[config.mk]
export PLATFORM = sky130hd
export DESIGN_NAME = timed_decision_queue_core
export DESIGN_NICKNAME = d
export VERILOG_FILES = /design/src/hdl/tdq_pkg.sv /design/src/hdl/tdq_fifo.sv /design/src/hdl/tdq_class_unit.sv /design/src/hdl/timed_decision_queue_core.sv
export SDC_FILE = /design/constraint.sdc
export NUM_CORES = 1
export LEC_CHECK = 0
export BUFFER_PORTS_ARGS = -buffer_cell sky130_fd_sc_hd__buf_2
export CORE_ASPECT_RATIO = 0.6
export CORE_MARGIN = 5
export CORE_UTILIZATION = 35
export CTS_BUF_LIST = sky130_fd_sc_hd__clkbuf_8
export CTS_CLUSTER_DIAMETER = 120
export DETAILED_ROUTE_END_ITERATION = 10
export SLEW_MARGIN = 20
export SYNTH_ARGS = -nofsm -noshare
export SYNTH_HDL_FRONTEND = slang
export SYNTH_SLANG_ARGS = --single-unit
[constraint.sdc]
create_clock -name aclk -period 10.65 [get_ports aclk]
set_input_delay 0.5325 -clock aclk [delete_from_list [all_inputs] [get_ports aclk]]
set_output_delay 0.5325 -clock aclk [all_outputs]
set_load 0.02 [all_outputs]
[src/hdl/tdq_pkg.sv]
// ----------------------------------------------------------------------------
// Timed decision queue package
// Request, response and entry types, field widths and the slot index helper.
// ----------------------------------------------------------------------------
package tdq_pkg;

    localparam int unsigned FRAME_W  = 10;
    localparam int unsigned SUBF_W   = 4;
    localparam int unsigned HANDLE_W = 16;
    localparam int unsigned WINDOW_W = 14;
    localparam int unsigned LIN_W    = 14;
    localparam int unsigned DIFF_W   = 16;
    localparam int unsigned DROP_W   = 5;
    localparam int unsigned TOTAL_W  = 32;

    localparam logic [WINDOW_W-1:0] WINDOW_RESET = 14'd20;
    localparam logic [DIFF_W-1:0]   SF_CYCLE     = 16'd10240;

    localparam logic OP_ARRIVE = 1'b0;
    localparam logic OP_TICK   = 1'b1;

    typedef struct packed {
        logic                operation;
        logic [FRAME_W-1:0]  target_frame;
        logic [SUBF_W-1:0]   target_subframe;
        logic [HANDLE_W-1:0] decision_in;
        logic [FRAME_W-1:0]  now_frame;
        logic [SUBF_W-1:0]   now_subframe;
    } tdq_req_t;

    typedef struct packed {
        logic                decision_valid;
        logic [HANDLE_W-1:0] decision_out;
        logic [DROP_W-1:0]   dropped_now;
        logic [TOTAL_W-1:0]  missed_total;
        logic [TOTAL_W-1:0]  decisions_total;
        logic                overflow_seen;
    } tdq_rsp_t;

    typedef struct packed {
        logic [FRAME_W-1:0]  frame;
        logic [SUBF_W-1:0]   subframe;
        logic [HANDLE_W-1:0] handle;
    } tdq_entry_t;

    typedef struct packed {
        logic empty;
        logic last;
        logic full;
    } tdq_fifo_stat_t;

    typedef enum logic [1:0] {
        CLS_RELEASE,
        CLS_DROP,
        CLS_FUTURE
    } tdq_class_t;

    // frame * 10 + subframe, by shift and add
    function automatic logic [LIN_W-1:0] slot_index(
        input logic [FRAME_W-1:0] frame,
        input logic [SUBF_W-1:0]  subframe
    );
        logic [LIN_W-1:0] f_ext;
        f_ext = LIN_W'(frame);
        return (f_ext << 3) + (f_ext << 1) + LIN_W'(subframe);
    endfunction

endpackage

[src/hdl/tdq_fifo.sv]
// ----------------------------------------------------------------------------
// Timed decision queue entry FIFO
// Circular entry memory with head/tail pointers and a registered head read.
// ----------------------------------------------------------------------------
module tdq_fifo #(
    parameter int unsigned QUEUE_DEPTH = 16
) (
    input  logic                    aclk,
    input  logic                    aresetn,
    input  logic                    push,
    input  tdq_pkg::tdq_entry_t     push_entry,
    input  logic                    pop,
    input  logic                    rd_en,
    output tdq_pkg::tdq_entry_t     rd_entry,
    output tdq_pkg::tdq_fifo_stat_t status
);
    import tdq_pkg::*;

    localparam int unsigned PTR_W  = (QUEUE_DEPTH > 1) ? $clog2(QUEUE_DEPTH) : 1;
    localparam int unsigned FILL_W = $clog2(QUEUE_DEPTH + 1);

    tdq_entry_t        store_reg [QUEUE_DEPTH];
    tdq_entry_t        rd_entry_reg;
    logic [PTR_W-1:0]  head_reg, head_next;
    logic [PTR_W-1:0]  tail_reg, tail_next;
    logic [FILL_W-1:0] fill_reg, fill_next;

    function automatic logic [PTR_W-1:0] ptr_inc(input logic [PTR_W-1:0] ptr);
        return (ptr == PTR_W'(QUEUE_DEPTH - 1)) ? '0 : ptr + 1'b1;
    endfunction

    always_comb begin
        head_next = pop  ? ptr_inc(head_reg) : head_reg;
        tail_next = push ? ptr_inc(tail_reg) : tail_reg;
        fill_next = fill_reg;
        if (push && !pop) begin
            fill_next = fill_reg + 1'b1;
        end else if (pop && !push) begin
            fill_next = fill_reg - 1'b1;
        end
    end

    always_ff @(posedge aclk) begin
        if (!aresetn) begin
            head_reg <= '0;
            tail_reg <= '0;
            fill_reg <= '0;
        end else begin
            head_reg <= head_next;
            tail_reg <= tail_next;
            fill_reg <= fill_next;
        end
    end

    // entry memory: one write port, one registered read port
    always_ff @(posedge aclk) begin
        if (push) begin
            store_reg[tail_reg] <= push_entry;
        end
        if (rd_en) begin
            rd_entry_reg <= store_reg[head_reg];
        end
    end

    assign rd_entry     = rd_entry_reg;
    assign status.empty = (fill_reg == '0);
    assign status.last  = (fill_reg == FILL_W'(1));
    assign status.full  = (fill_reg == FILL_W'(QUEUE_DEPTH));

endmodule

[src/hdl/tdq_class_unit.sv]
// ----------------------------------------------------------------------------
// Timed decision queue classify unit
// Two-step compare of the head entry against the current slot and window.
// ----------------------------------------------------------------------------
module tdq_class_unit (
    input  logic                                aclk,
    input  logic                                capture,
    input  tdq_pkg::tdq_entry_t                 entry,
    input  logic [tdq_pkg::FRAME_W-1:0]         now_frame,
    input  logic [tdq_pkg::SUBF_W-1:0]          now_subframe,
    input  logic signed [tdq_pkg::DIFF_W-1:0]   now_base,
    input  logic signed [tdq_pkg::DIFF_W-1:0]   wrap_base,
    input  logic [tdq_pkg::WINDOW_W-1:0]        window,
    output tdq_pkg::tdq_class_t                 cls
);
    import tdq_pkg::*;

    logic [LIN_W-1:0]         tlin_reg;
    logic signed [DIFF_W-1:0] base_reg;
    logic                     feq_reg;
    logic                     seq_reg;
    logic                     slt_reg;
    logic signed [DIFF_W-1:0] diff;
    logic signed [DIFF_W-1:0] win_s;

    // step one: target slot, frame/subframe relations, pick the base slot
    always_ff @(posedge aclk) begin
        if (capture) begin
            tlin_reg <= slot_index(entry.frame, entry.subframe);
            feq_reg  <= (entry.frame == now_frame);
            seq_reg  <= (entry.subframe == now_subframe);
            slt_reg  <= (entry.subframe < now_subframe);
            base_reg <= (entry.frame > now_frame) ? now_base : wrap_base;
        end
    end

    // step two: distance ahead and window compare
    always_comb begin
        diff  = $signed({2'b00, tlin_reg}) - base_reg;
        win_s = $signed({2'b00, window});
        if (feq_reg) begin
            if (seq_reg) begin
                cls = CLS_RELEASE;
            end else if (slt_reg) begin
                cls = CLS_DROP;
            end else begin
                cls = CLS_FUTURE;
            end
        end else if (diff > win_s) begin
            cls = CLS_DROP;
        end else begin
            cls = CLS_FUTURE;
        end
    end

endmodule

[src/hdl/timed_decision_queue_core.sv]
// ----------------------------------------------------------------------------
// Timed decision queue core
// FIFO of scheduling decision handles tagged with a target frame/subframe,
// drained on each subframe tick.
// ----------------------------------------------------------------------------
// An arrive request appends the handle to the queue, or, with the queue full,
// drops it and raises the overflow flag. A tick request occupies the block
// while it examines head entries (at most the fill level), in these steps:
// acceptance in ST_IDLE, ST_PREP to form the current slot index, then per
// entry ST_READ for the memory read, ST_STAGE for the first classify step and
// ST_DECIDE for the decision, and ST_DONE to load the response register.
// Entries are examined one at a time, as the entry memory has a single read
// port and there is one classify unit, which every entry passes in turn.
// s_ready is high only between requests; a finished response waits in the
// m_ channel register and does not block the next arrive request, but a tick
// that completes while the previous response is still pending holds in
// ST_DONE until it is taken. Each tick yields exactly one response: the
// released handle if the head matches the current slot, the count of stale or
// out-of-window entries dropped on the way, the saturating missed and total
// counters, and the overflow flag, which is cleared once reported. The
// ahead_window register may be written through the cfg_ channel at any time
// the block is idle; it resets to 20 subframes.
// ----------------------------------------------------------------------------
module timed_decision_queue_core #(
    parameter int unsigned QUEUE_DEPTH = 16
) (
    input  logic                         aclk,
    input  logic                         aresetn,
    input  logic                         s_valid,
    output logic                         s_ready,
    input  tdq_pkg::tdq_req_t            s_payload,
    output logic                         m_valid,
    input  logic                         m_ready,
    output tdq_pkg::tdq_rsp_t            m_payload,
    input  logic                         cfg_valid,
    output logic                         cfg_ready,
    input  logic [tdq_pkg::WINDOW_W-1:0] cfg_data
);
    import tdq_pkg::*;

    typedef enum logic [2:0] {
        ST_IDLE,
        ST_PREP,
        ST_READ,
        ST_STAGE,
        ST_DECIDE,
        ST_DONE
    } state_t;

    state_t                   state_reg, state_next;
    logic [FRAME_W-1:0]       now_frame_reg, now_frame_next;
    logic [SUBF_W-1:0]        now_subf_reg, now_subf_next;
    logic signed [DIFF_W-1:0] now_base_reg, now_base_next;
    logic signed [DIFF_W-1:0] wrap_base_reg, wrap_base_next;
    logic                     released_reg, released_next;
    logic [HANDLE_W-1:0]      handle_reg, handle_next;
    logic [DROP_W-1:0]        dropped_reg, dropped_next;
    logic [TOTAL_W-1:0]       missed_reg, missed_next;
    logic [TOTAL_W-1:0]       decided_reg, decided_next;
    logic                     overflow_reg, overflow_next;
    logic [WINDOW_W-1:0]      window_reg, window_next;
    logic                     m_valid_reg, m_valid_next;
    tdq_rsp_t                 rsp_reg, rsp_next;

    logic           req_accept;
    logic           fifo_push;
    logic           fifo_pop;
    logic           fifo_rd_en;
    logic           cls_capture;
    tdq_entry_t     push_entry;
    tdq_entry_t     head_entry;
    tdq_fifo_stat_t fifo_stat;
    tdq_class_t     head_cls;
    logic [LIN_W-1:0] now_lin;

    // ---------------------------------------------------------------- queue
    tdq_fifo #(
        .QUEUE_DEPTH (QUEUE_DEPTH)
    ) u_fifo (
        .aclk       (aclk),
        .aresetn    (aresetn),
        .push       (fifo_push),
        .push_entry (push_entry),
        .pop        (fifo_pop),
        .rd_en      (fifo_rd_en),
        .rd_entry   (head_entry),
        .status     (fifo_stat)
    );

    // ------------------------------------------------------ classify unit
    tdq_class_unit u_class (
        .aclk         (aclk),
        .capture      (cls_capture),
        .entry        (head_entry),
        .now_frame    (now_frame_reg),
        .now_subframe (now_subf_reg),
        .now_base     (now_base_reg),
        .wrap_base    (wrap_base_reg),
        .window       (window_reg),
        .cls          (head_cls)
    );

    assign s_ready    = (state_reg == ST_IDLE);
    assign req_accept = s_valid && s_ready;
    assign cfg_ready  = 1'b1;

    assign push_entry.frame    = s_payload.target_frame;
    assign push_entry.subframe = s_payload.target_subframe;
    assign push_entry.handle   = s_payload.decision_in;

    assign fifo_push = req_accept && (s_payload.operation == OP_ARRIVE) && !fifo_stat.full;
    assign now_lin   = slot_index(now_frame_reg, now_subf_reg);

    function automatic logic [TOTAL_W-1:0] sat_inc(input logic [TOTAL_W-1:0] v);
        return (v == '1) ? v : v + 1'b1;
    endfunction

    always_comb begin
        state_next     = state_reg;
        now_frame_next = now_frame_reg;
        now_subf_next  = now_subf_reg;
        now_base_next  = now_base_reg;
        wrap_base_next = wrap_base_reg;
        released_next  = released_reg;
        handle_next    = handle_reg;
        dropped_next   = dropped_reg;
        missed_next    = missed_reg;
        decided_next   = decided_reg;
        overflow_next  = overflow_reg;
        window_next    = cfg_valid ? cfg_data : window_reg;
        rsp_next       = rsp_reg;
        fifo_pop       = 1'b0;
        fifo_rd_en     = 1'b0;
        cls_capture    = 1'b0;

        // drop the pending response once the sink takes it
        m_valid_next = m_valid_reg && !m_ready;

        unique case (state_reg)
            ST_IDLE: begin
                if (req_accept) begin
                    if (s_payload.operation == OP_TICK) begin
                        now_frame_next = s_payload.now_frame;
                        now_subf_next  = s_payload.now_subframe;
                        released_next  = 1'b0;
                        handle_next    = '0;
                        dropped_next   = '0;
                        state_next     = ST_PREP;
                    end else if (fifo_stat.full) begin
                        overflow_next = 1'b1;
                    end
                end
            end
            ST_PREP: begin
                // current slot, and the same slot moved back one SFN cycle
                now_base_next  = $signed({2'b00, now_lin});
                wrap_base_next = $signed({2'b00, now_lin}) - $signed(SF_CYCLE);
                state_next     = fifo_stat.empty ? ST_DONE : ST_READ;
            end
            ST_READ: begin
                fifo_rd_en = 1'b1;
                state_next = ST_STAGE;
            end
            ST_STAGE: begin
                cls_capture = 1'b1;
                state_next  = ST_DECIDE;
            end
            ST_DECIDE: begin
                unique case (head_cls)
                    CLS_RELEASE: begin
                        fifo_pop      = 1'b1;
                        released_next = 1'b1;
                        handle_next   = head_entry.handle;
                        decided_next  = sat_inc(decided_reg);
                        state_next    = ST_DONE;
                    end
                    CLS_DROP: begin
                        fifo_pop     = 1'b1;
                        decided_next = sat_inc(decided_reg);
                        missed_next  = sat_inc(missed_reg);
                        if (dropped_reg != '1) begin
                            dropped_next = dropped_reg + 1'b1;
                        end
                        state_next = fifo_stat.last ? ST_DONE : ST_READ;
                    end
                    default: begin
                        state_next = ST_DONE;
                    end
                endcase
            end
            ST_DONE: begin
                // hold until the response register is free
                if (!m_valid_reg || m_ready) begin
                    rsp_next.decision_valid  = released_reg;
                    rsp_next.decision_out    = handle_reg;
                    rsp_next.dropped_now     = dropped_reg;
                    rsp_next.missed_total    = missed_reg;
                    rsp_next.decisions_total = decided_reg;
                    rsp_next.overflow_seen   = overflow_reg;
                    overflow_next            = 1'b0;
                    m_valid_next             = 1'b1;
                    state_next               = ST_IDLE;
                end
            end
            default: begin
                state_next = ST_IDLE;
            end
        endcase
    end

    always_ff @(posedge aclk) begin
        if (!aresetn) begin
            state_reg    <= ST_IDLE;
            missed_reg   <= '0;
            decided_reg  <= '0;
            overflow_reg <= 1'b0;
            window_reg   <= WINDOW_RESET;
            m_valid_reg  <= 1'b0;
        end else begin
            state_reg    <= state_next;
            missed_reg   <= missed_next;
            decided_reg  <= decided_next;
            overflow_reg <= overflow_next;
            window_reg   <= window_next;
            m_valid_reg  <= m_valid_next;
        end
        now_frame_reg <= now_frame_next;
        now_subf_reg  <= now_subf_next;
        now_base_reg  <= now_base_next;
        wrap_base_reg <= wrap_base_next;
        released_reg  <= released_next;
        handle_reg    <= handle_next;
        dropped_reg   <= dropped_next;
        rsp_reg       <= rsp_next;
    end

    assign m_valid   = m_valid_reg;
    assign m_payload = rsp_reg;

endmodule

==> results of run 1 <==
-- worst min-delay path, cell delays in order --
cell and delay, ns:
sky130_fd_sc_hd__buf_2 0.08, sky130_fd_sc_hd__nand2b_1 0.14, sky130_fd_sc_hd__a21oi_1 0.07
-- kinds of logic (layout without fill, tap and decap cells) --
family	Yosys count	in the layout	share of synthesized area, %
compound gates	216	216	4.60
simple gates	372	372	6.09
fa+ha+maj	99	99	4.01
other cells	1	3	0.0118
buf+inv	160	485	1.95
flops	779	779	70.5
xor+xnor	40	40	1.10
mux	186	186	11.8
-- layer usage --
layer	global-route usage [%]	up-vias	wire [um]
li1	-	7835	-
met5	0	-	34
met4	4.08	6	1260
met1	22.1	8881	34300
met2	23.3	533	34100
met3	3.06	107	4540
-- cell usage in the layout (no fill, tap or decap), drive strengths merged, types with 6 or more instances in the layout --
cell	n
edfxtp	683
buf	182
mux4	150
clkbuf	118
inv	111
dfxtp	96
ha	94
nand2	81
nor2	77
a21oi	70
clkinv	39
o21ai	38
mux2i	33
and3	31
nand2b	29
xnor2	28
dlygate4sd3	28
nand3	27
o31ai	21
nand4	20
or4	19
nor4	18
nor3	18
or3	17
o21a	16
xor2	12
nor2b	12
a21o	10
o41ai	8
o21bai	7
o211ai	7
o31a	6
and4	6
o311ai	6
-- through the flow --
stage,cells,setup slack (ns),power (mW),hold slack [ns],instance area [sq um]
after CTS,3394,5.70,7.27,0.0255,36600
after floorplan,1853,5.79,4.53,0.400,31800
after detailed placement,3164,5.71,4.91,0.406,34100
final,3398,5.64,7.18,0.137,36600
after global routing,3397,5.38,7.56,0.0590,36600
after global placement,3164,5.84,4.88,0.404,34100
-- cell type report --
cell class	instances	area (sq um)
clock inverters	84	547
inverters	73	274
clock buffers	118	1620
repair buffers	210	1320
flip-flops and latches	779	22400
well taps	1218	1520
multi-input cells	914	8900
fillers	8085	53300
diodes	2	5.00
-- report_power, final --
part | internal [mW] | leakage [nW] | total, mW | switching (mW)
clock | 1.16 | 1.24 | 2.33 | 1.17
sequential | 3.59 | 6.95 | 3.69 | 0.105
combinational | 0.479 | 4.00 | 1.16 | 0.679
-- worst paths after layout --
| path | start | endpoint | cells after the start | slack, ns |
|---|---|---|---|---|
| max | u_class.base_reg[0]$_DFFE_PP_ | u_fifo.fill_reg[3]$_SDFFE_PN0P_ | 22 | 5.64 |
| min | m_ready | m_valid$_SDFF_PN0_ | 3 | 0.14 |
| max reg2reg | u_class.base_reg[0]$_DFFE_PP_ | u_fifo.fill_reg[3]$_SDFFE_PN0P_ | 22 | 5.64 |
| min reg2reg | handle_reg[3]$_SDFFCE_PN0P_ | m_payload[73]$_DFFE_PP_ | 0 | 0.42 |
-- repair_timing --
action	4_1_cts	5_1_grt
gates resized for setup	0	0
hold endpoints to repair	28	0
hold buffers	28	0
==> out/qor.tcl, run 1 <==
set qor(core_sq_um) 90000
set qor(post-route-util_pct) 40.7
set qor(synth.largest_area_cell) {sky130_fd_sc_hd__edfxtp_1}
set qor(die-area_sq_um) 97300
set qor(tritoncts.num_buffers) 111
set qor(synth_top_area_share_pct) 64.4
set qor(critPathTopFamily) {compound AO/OA/AOI/OAI gates}
set qor(avgRoutedWirePerCell_um) 21.8
set qor(critical_path.slowest_cell) {sky130_fd_sc_hd__o31ai_4}
set qor(place_hpwl_mm) 44.1
set qor(htree_num_levels) 3
set qor(ys_dominant_reg_cell) {sky130_fd_sc_hd__edfxtp_1}
set qor(pwr_density_cell_nw_per_um2) 196
set qor(worst_path_largest_cell_delay_ns) 0.43
set qor(grt_pass1_vias) 17600
set qor(timing.final.crit_share_pct) 47.1
set qor(port_buffers) 152
set qor(core.rowCount) 85
set qor(final_routed_wirelength_across_all_metal_layers_mm) 74.2
set qor(crit_buf_inv) 1
set qor(global_route.overflow_total) 0
set qor(cp_data_arrival_time_ns) 5.62
set qor(avgSynthCellArea_sq_um) 17.2
set qor(largest_register_ffs) 480
set qor(first_iter_violations) 1501
set qor(antenna_left) 0
set qor(ys.warnings.count) 0
set qor(vias) 17400
set qor(cts_tree) {done}
set qor(rsz0062_at_grt) {no}
set qor(initial_utilization_pct) 35.4
set qor(globalRouteTotalUtil_pct) 15.2
set qor(synth.lib_cells_used.distinct) 67
set qor(synth_sequential_area_ratio_pct) 70.5
set qor(grt_first_pass_wirelength_mm) 111
set qor(gp_congestion) 0.827
set qor(final-max-slew-violation-count) 0
set qor(critical_path_peak_fanout) 6
set qor(grt_max_degree) 91
set qor(clock_pin_slew_on_the_worst_setup_and_hold_paths_ns) 0.07
set qor(synth_top_cells_by_count) {683 x sky130_fd_sc_hd__edfxtp_1, 150 x sky130_fd_sc_hd__mux4_2, 96 x sky130_fd_sc_hd__dfxtp_1}
set qor(hold_viol) 0
set qor(insertion_delay_ns) 0.77
set qor(least_margin_pin_slew_ns) 1.09
set qor(timing.final.crit_period_ns) 5.01
set qor(final_nets) 2252
set qor(timing_worst_setup_path_type) {reg -> reg}
set qor(cellLeakagePower_nw) 12.2
set qor(timing.critical_path.to_type) {flip-flop}
set qor(synth.area.top_cells) {sky130_fd_sc_hd__edfxtp_1 64%, sky130_fd_sc_hd__mux4_2 11%, sky130_fd_sc_hd__dfxtp_1 6.0%, sky130_fd_sc_hd__ha_1 3.7%, sky130_fd_sc_hd__a21oi_1 1.1%}
set qor(critPathRequiredTime_ns) 11.25
set qor(result_of_the_run) {complete, no violations}
set qor(post_synth_instance_area_sq_um) 31800
set qor(tns_ns) 0
set qor(finalClockSkew_ns) 0.0309
set qor(setup-violations-final) 0
set qor(clock-sinks) 779
set qor(vdd_drop_max_v) 0.0000961
set qor(synth_enable_flop_cells) 683
set qor(grt_antenna_before_repair) 11
set qor(most_numerous_cell_in_the_yosys_netlist) {sky130_fd_sc_hd__edfxtp_1}
set qor(die_width_um) 399
set qor(flow.area_growth_from_synthesis_pct) 15.1
set qor(drive_gt1_share_pct) 23.7
set qor(worst_setup_path_start_kind) {flip-flop}
set qor(slew_headroom_pct) 27.3
set qor(synth_fp_nets) 2016
set qor(post_drt_via_cell_ratio) 5.11
set qor(drc) 0
set qor(max_cap_violations) 0
set qor(die_y_um) 244
set qor(hold_path_class) {in -> reg}
set qor(post-cts-setup-buffers) 0
set qor(synthesized_instance_count) 1853
set qor(ios) 154
set qor(crit_path_frequent_cell) {sky130_fd_sc_hd__ha_1}
set qor(clock.fmax_mhz) 199
set qor(cts_root_buf) {sky130_fd_sc_hd__clkbuf_8}
set qor(first_pass_iters) 5
set qor(cp_cell_sequence) {ha_1 -> fa_1 -> nor2b_1 -> o211ai_1 -> a21boi_0 -> o21ai_0 -> nand2b_1 -> a21oi_1 -> xnor2_1 -> ha_1 -> and4_1 -> nand4_1 -> a21o_1 -> a31o_2 -> o21a_1 -> o31ai_4 -> inv_1 -> ha_1 -> or4_1 -> a21oi_1 -> xnor2_1 -> nor2_1}
set qor(yosys_register_bits) 779
set qor(async_reset_ff_share_pct) 0
set qor(ctsLongestPathBuffers) 3
No activity file was read; power rests on OpenSTA's default activity.
==> inputs of run 2 (changes only) <==
- clock period: 10.65 -> 4.6 ns (I/O delays scaled with it)
==> run 2 against run 1 <==
  * Setup slack lost 5.4 ns
  * Routed wire length decreased by 0.98%
  * Largest power group unchanged
  * Utilization rose by 0.70 points
  * Register-to-register slack got worse by 5.4 ns
  * Power grew 130%
  * Final cell count grew 1.8%
  * Via count rose by 0.21%
  * Critical path type unchanged
  * Critical path depth is the same
  * Sequential share of layout area decreased by 1.0 points
  * Count of clock-buffer cells in the layout shrank 1
  * Die area unchanged
  * Clock skew is 0.0027 ns higher
==> out/qor.tcl, run 2 (synthesis results as in run 1) <==
set qor(result_of_the_run) {complete, no violations}
set qor(place_hpwl_mm) 45.6
set qor(drive_gt1_share_pct) 23.9
set qor(largest_register_ffs) 480
set qor(timing.final.crit_share_pct) 94.8
set qor(power_share_of_the_sequential_group_pct) 51.2
set qor(final_common_cell) {sky130_fd_sc_hd__edfxtp_1}
set qor(clock.fmax_mhz) 229
set qor(cp_data_arrival_time_ns) 4.98
set qor(cts_tree) {done}
set qor(antenna_left) 0
set qor(power_report.internal_total_mw) 12.2
set qor(tritoncts.num_buffers) 110
set qor(timing.critical_path.to_type) {flip-flop}
set qor(grt_antenna_before_repair) 7
set qor(grt_pass1_vias) 18100
set qor(worst_path_largest_cell_delay_ns) 0.42
set qor(clockPowerShare_pct) 31.9
set qor(clock_pin_slew_on_the_worst_setup_and_hold_paths_ns) 0.07
set qor(hold_path_end) {decided_reg[23]$_SDFFE_PN0P_}
set qor(vdd_drop_max_v) 0.000236
set qor(core_sq_um) 90000
set qor(gp_congestion) 0.804
set qor(final_nets) 2314
set qor(tns_ns) 0
set qor(grt_max_degree) 59
set qor(core.rowCount) 85
set qor(die-area_sq_um) 97300
set qor(cp_cell_sequence) {ha_2 -> fa_2 -> nor2b_2 -> o211ai_1 -> a21boi_1 -> o21ai_1 -> nand2b_1 -> a21oi_1 -> xnor2_1 -> ha_1 -> and4_1 -> nand4_1 -> a21o_1 -> a31o_2 -> o21a_4 -> o31ai_4 -> inv_1 -> ha_1 -> or4_4 -> a21oi_2 -> xnor2_1 -> nor2_1}
set qor(cellLeakagePower_nw) 12.5
set qor(flow.area_growth_from_synthesis_pct) 17.1
set qor(grt_first_pass_wirelength_mm) 112
set qor(drc) 0
set qor(insertion_delay_ns) 0.76
set qor(slew_headroom_pct) 29.5
set qor(htree_num_levels) 3
set qor(cts_root_buf) {sky130_fd_sc_hd__clkbuf_8}
set qor(timing.final.crit_period_ns) 4.36
set qor(critPathRequiredTime_ns) 5.22
set qor(crit_buf_inv) 1
set qor(mostFrequentLayoutCells) {683 x sky130_fd_sc_hd__edfxtp_1, 152 x sky130_fd_sc_hd__buf_2, 150 x sky130_fd_sc_hd__mux4_2}
set qor(worst_r2r_path_depth) 22
set qor(pwr_density_cell_nw_per_um2) 446
set qor(ios) 154
set qor(power.switching_mw) 4.44
set qor(first_iter_violations) 1193
set qor(worstReg2RegEnd) {u_fifo.fill_reg[3]$_SDFFE_PN0P_}
set qor(critPathTopFamily) {compound AO/OA/AOI/OAI gates}
set qor(numPlacedInstances) 3177
set qor(whs_path_depth) 3
set qor(first_pass_iters) 5
set qor(avgRoutedWirePerCell_um) 21.3
set qor(max_cap_violations) 0
set qor(timing.rr.start) {u_class.base_reg[0]$_DFFE_PP_}
set qor(clock-sinks) 779
set qor(ctsLongestPathBuffers) 3
set qor(worst_setup_path_start_kind) {flip-flop}
set qor(setup-violations-final) 0
set qor(hp-start) {aresetn}
set qor(timing.reg2reg.setup_slack_ns) 0.24
set qor(critical_path_peak_fanout) 4
set qor(final_routed_wirelength_across_all_metal_layers_mm) 73.5
set qor(swShare_pct) 26.7
set qor(rsz0062_at_grt) {no}
set qor(fill_cells) 8092
set qor(port_buffers) 152
set qor(hold_viol) 0
set qor(final-max-slew-violation-count) 0
set qor(critical_path.slowest_cell) {sky130_fd_sc_hd__or4_4}
set qor(comb_power_share_pct) 16.9
set qor(timing_worst_setup_path_type) {reg -> reg}
set qor(finalClockSkew_ns) 0.0335
set qor(least_margin_pin_slew_ns) 1.06
set qor(die_y_um) 244
set qor(hold_path_class) {in -> reg}
set qor(vias) 17400
set qor(post_drt_via_cell_ratio) 5.03
set qor(global_route.overflow_total) 0
set qor(final-instance-count-excl-fill) 3458
set qor(die_width_um) 399
set qor(globalRouteTotalUtil_pct) 15.2
set qor(initial_utilization_pct) 35.4
[run 2: cell count changes in the layout (fill, tap and decap cells not counted), sizes merged]
| cell | delta |
|---|---|
| clkinv | -5 |
| inv | +4 |
| clkinvlp | -2 |
| clkbuf | -1 |
| buf | +13 |
| dlygate4sd3 | +50 |
| bufinv | +1 |
[run 2: power by group through the flow]
stage | Sequential, mW | Clock [mW] | Combinational (mW)
after floorplan | 8.65 | 0 | 1.84
after global placement | 8.66 | 0 | 2.67
after detailed placement | 8.67 | 0 | 2.76
after CTS | 8.53 | 5.51 | 2.83
after global routing | 8.56 | 5.87 | 3.10
final | 8.52 | 5.31 | 2.80
[run 2: worst register-to-register path: cells and delay by family, from the launching register on]
kind            cells  cell delay [ns]
xor+xnor            2             0.27
fa+ha+maj           4             1.06
flops               1             0.38
compound gates      9             1.44
simple gates        6             1.04
buf+inv             1             0.06
[run 2: worst max-delay path by stage]
stage	startpoint	to	slack (ns)	cells after the start
finish	u_class.base_reg[0]$_DFFE_PP_	u_fifo.fill_reg[3]$_SDFFE_PN0P_	0.24	22
global route	u_class.base_reg[0]$_DFFE_PP_	u_fifo.fill_reg[4]$_SDFFE_PN0P_	0.003	23
CTS	u_class.base_reg[0]$_DFFE_PP_	u_fifo.fill_reg[3]$_SDFFE_PN0P_	0.04	22
detailed placement	u_class.base_reg[0]$_DFFE_PP_	u_fifo.fill_reg[3]$_SDFFE_PN0P_	-0.02	22
global placement	u_class.base_reg[0]$_DFFE_PP_	u_fifo.fill_reg[3]$_SDFFE_PN0P_	0.05	22
floorplan	state_reg[2]$_SDFFE_PN0P_	u_fifo.store_reg[3][0]$_DFFE_PP_	0.09	6
[run 2: what timing repair did]
| action | CTS | global route |
|---|---|---|
| hold buffers | 78 | 0 |
| pin swaps | 0 | 4 |
| buffers inserted | 0 | 2 |
| endpoints found under the hold margin | 511 | 0 |
| gates resized for setup | 1 | 10 |
| setup endpoints to repair | 2 | 5 |
[run 2: area by class of cell]
| class | instances | area (sq um) | share of cell area [%] |
|---|---|---|---|
| Sequential cell | 779 | 22400 | 60.2 |
| Clock buffer | 117 | 1610 | 4.32 |
| Antenna cell | 2 | 5.00 | 0.0134 |
| Timing Repair Buffer | 273 | 1960 | 5.27 |
| Tap cell | 1218 | 1520 | 4.09 |
| Multi-Input combinational cell | 914 | 8920 | 23.9 |
| Inverter | 73 | 274 | 0.735 |
| Clock inverter | 82 | 524 | 1.41 |
[run 2: through the flow]
step / power [mW] / hold WS, ns / utilization [%] / area [sq um] / setup WS, ns
floorplan: 10.5 / 0.329 / - / 31800 / 0.0935
global placement: 11.3 / 0.407 / 38.1 / 34300 / 0.0468
detailed placement: 11.4 / 0.406 / 38.1 / 34300 / -0.0153
CTS: 16.9 / 0.103 / 41.4 / 37200 / 0.0428
global route: 17.5 / 0.151 / 41.4 / 37300 / 0.00332
finish: 16.6 / 0.211 / 41.4 / 37300 / 0.239
[run 2: metal layers]
metal	vias to the layer above	GRT usage (%)	routed length [um]	part of all wire (%)
met2	526	23.9	34000	46
met1	8824	21.8	33600	46
met5	-	0	29	0.039
met3	91	3.56	4870	6.6
met4	6	3.21	1030	1.4
li1	7951	-	-	-
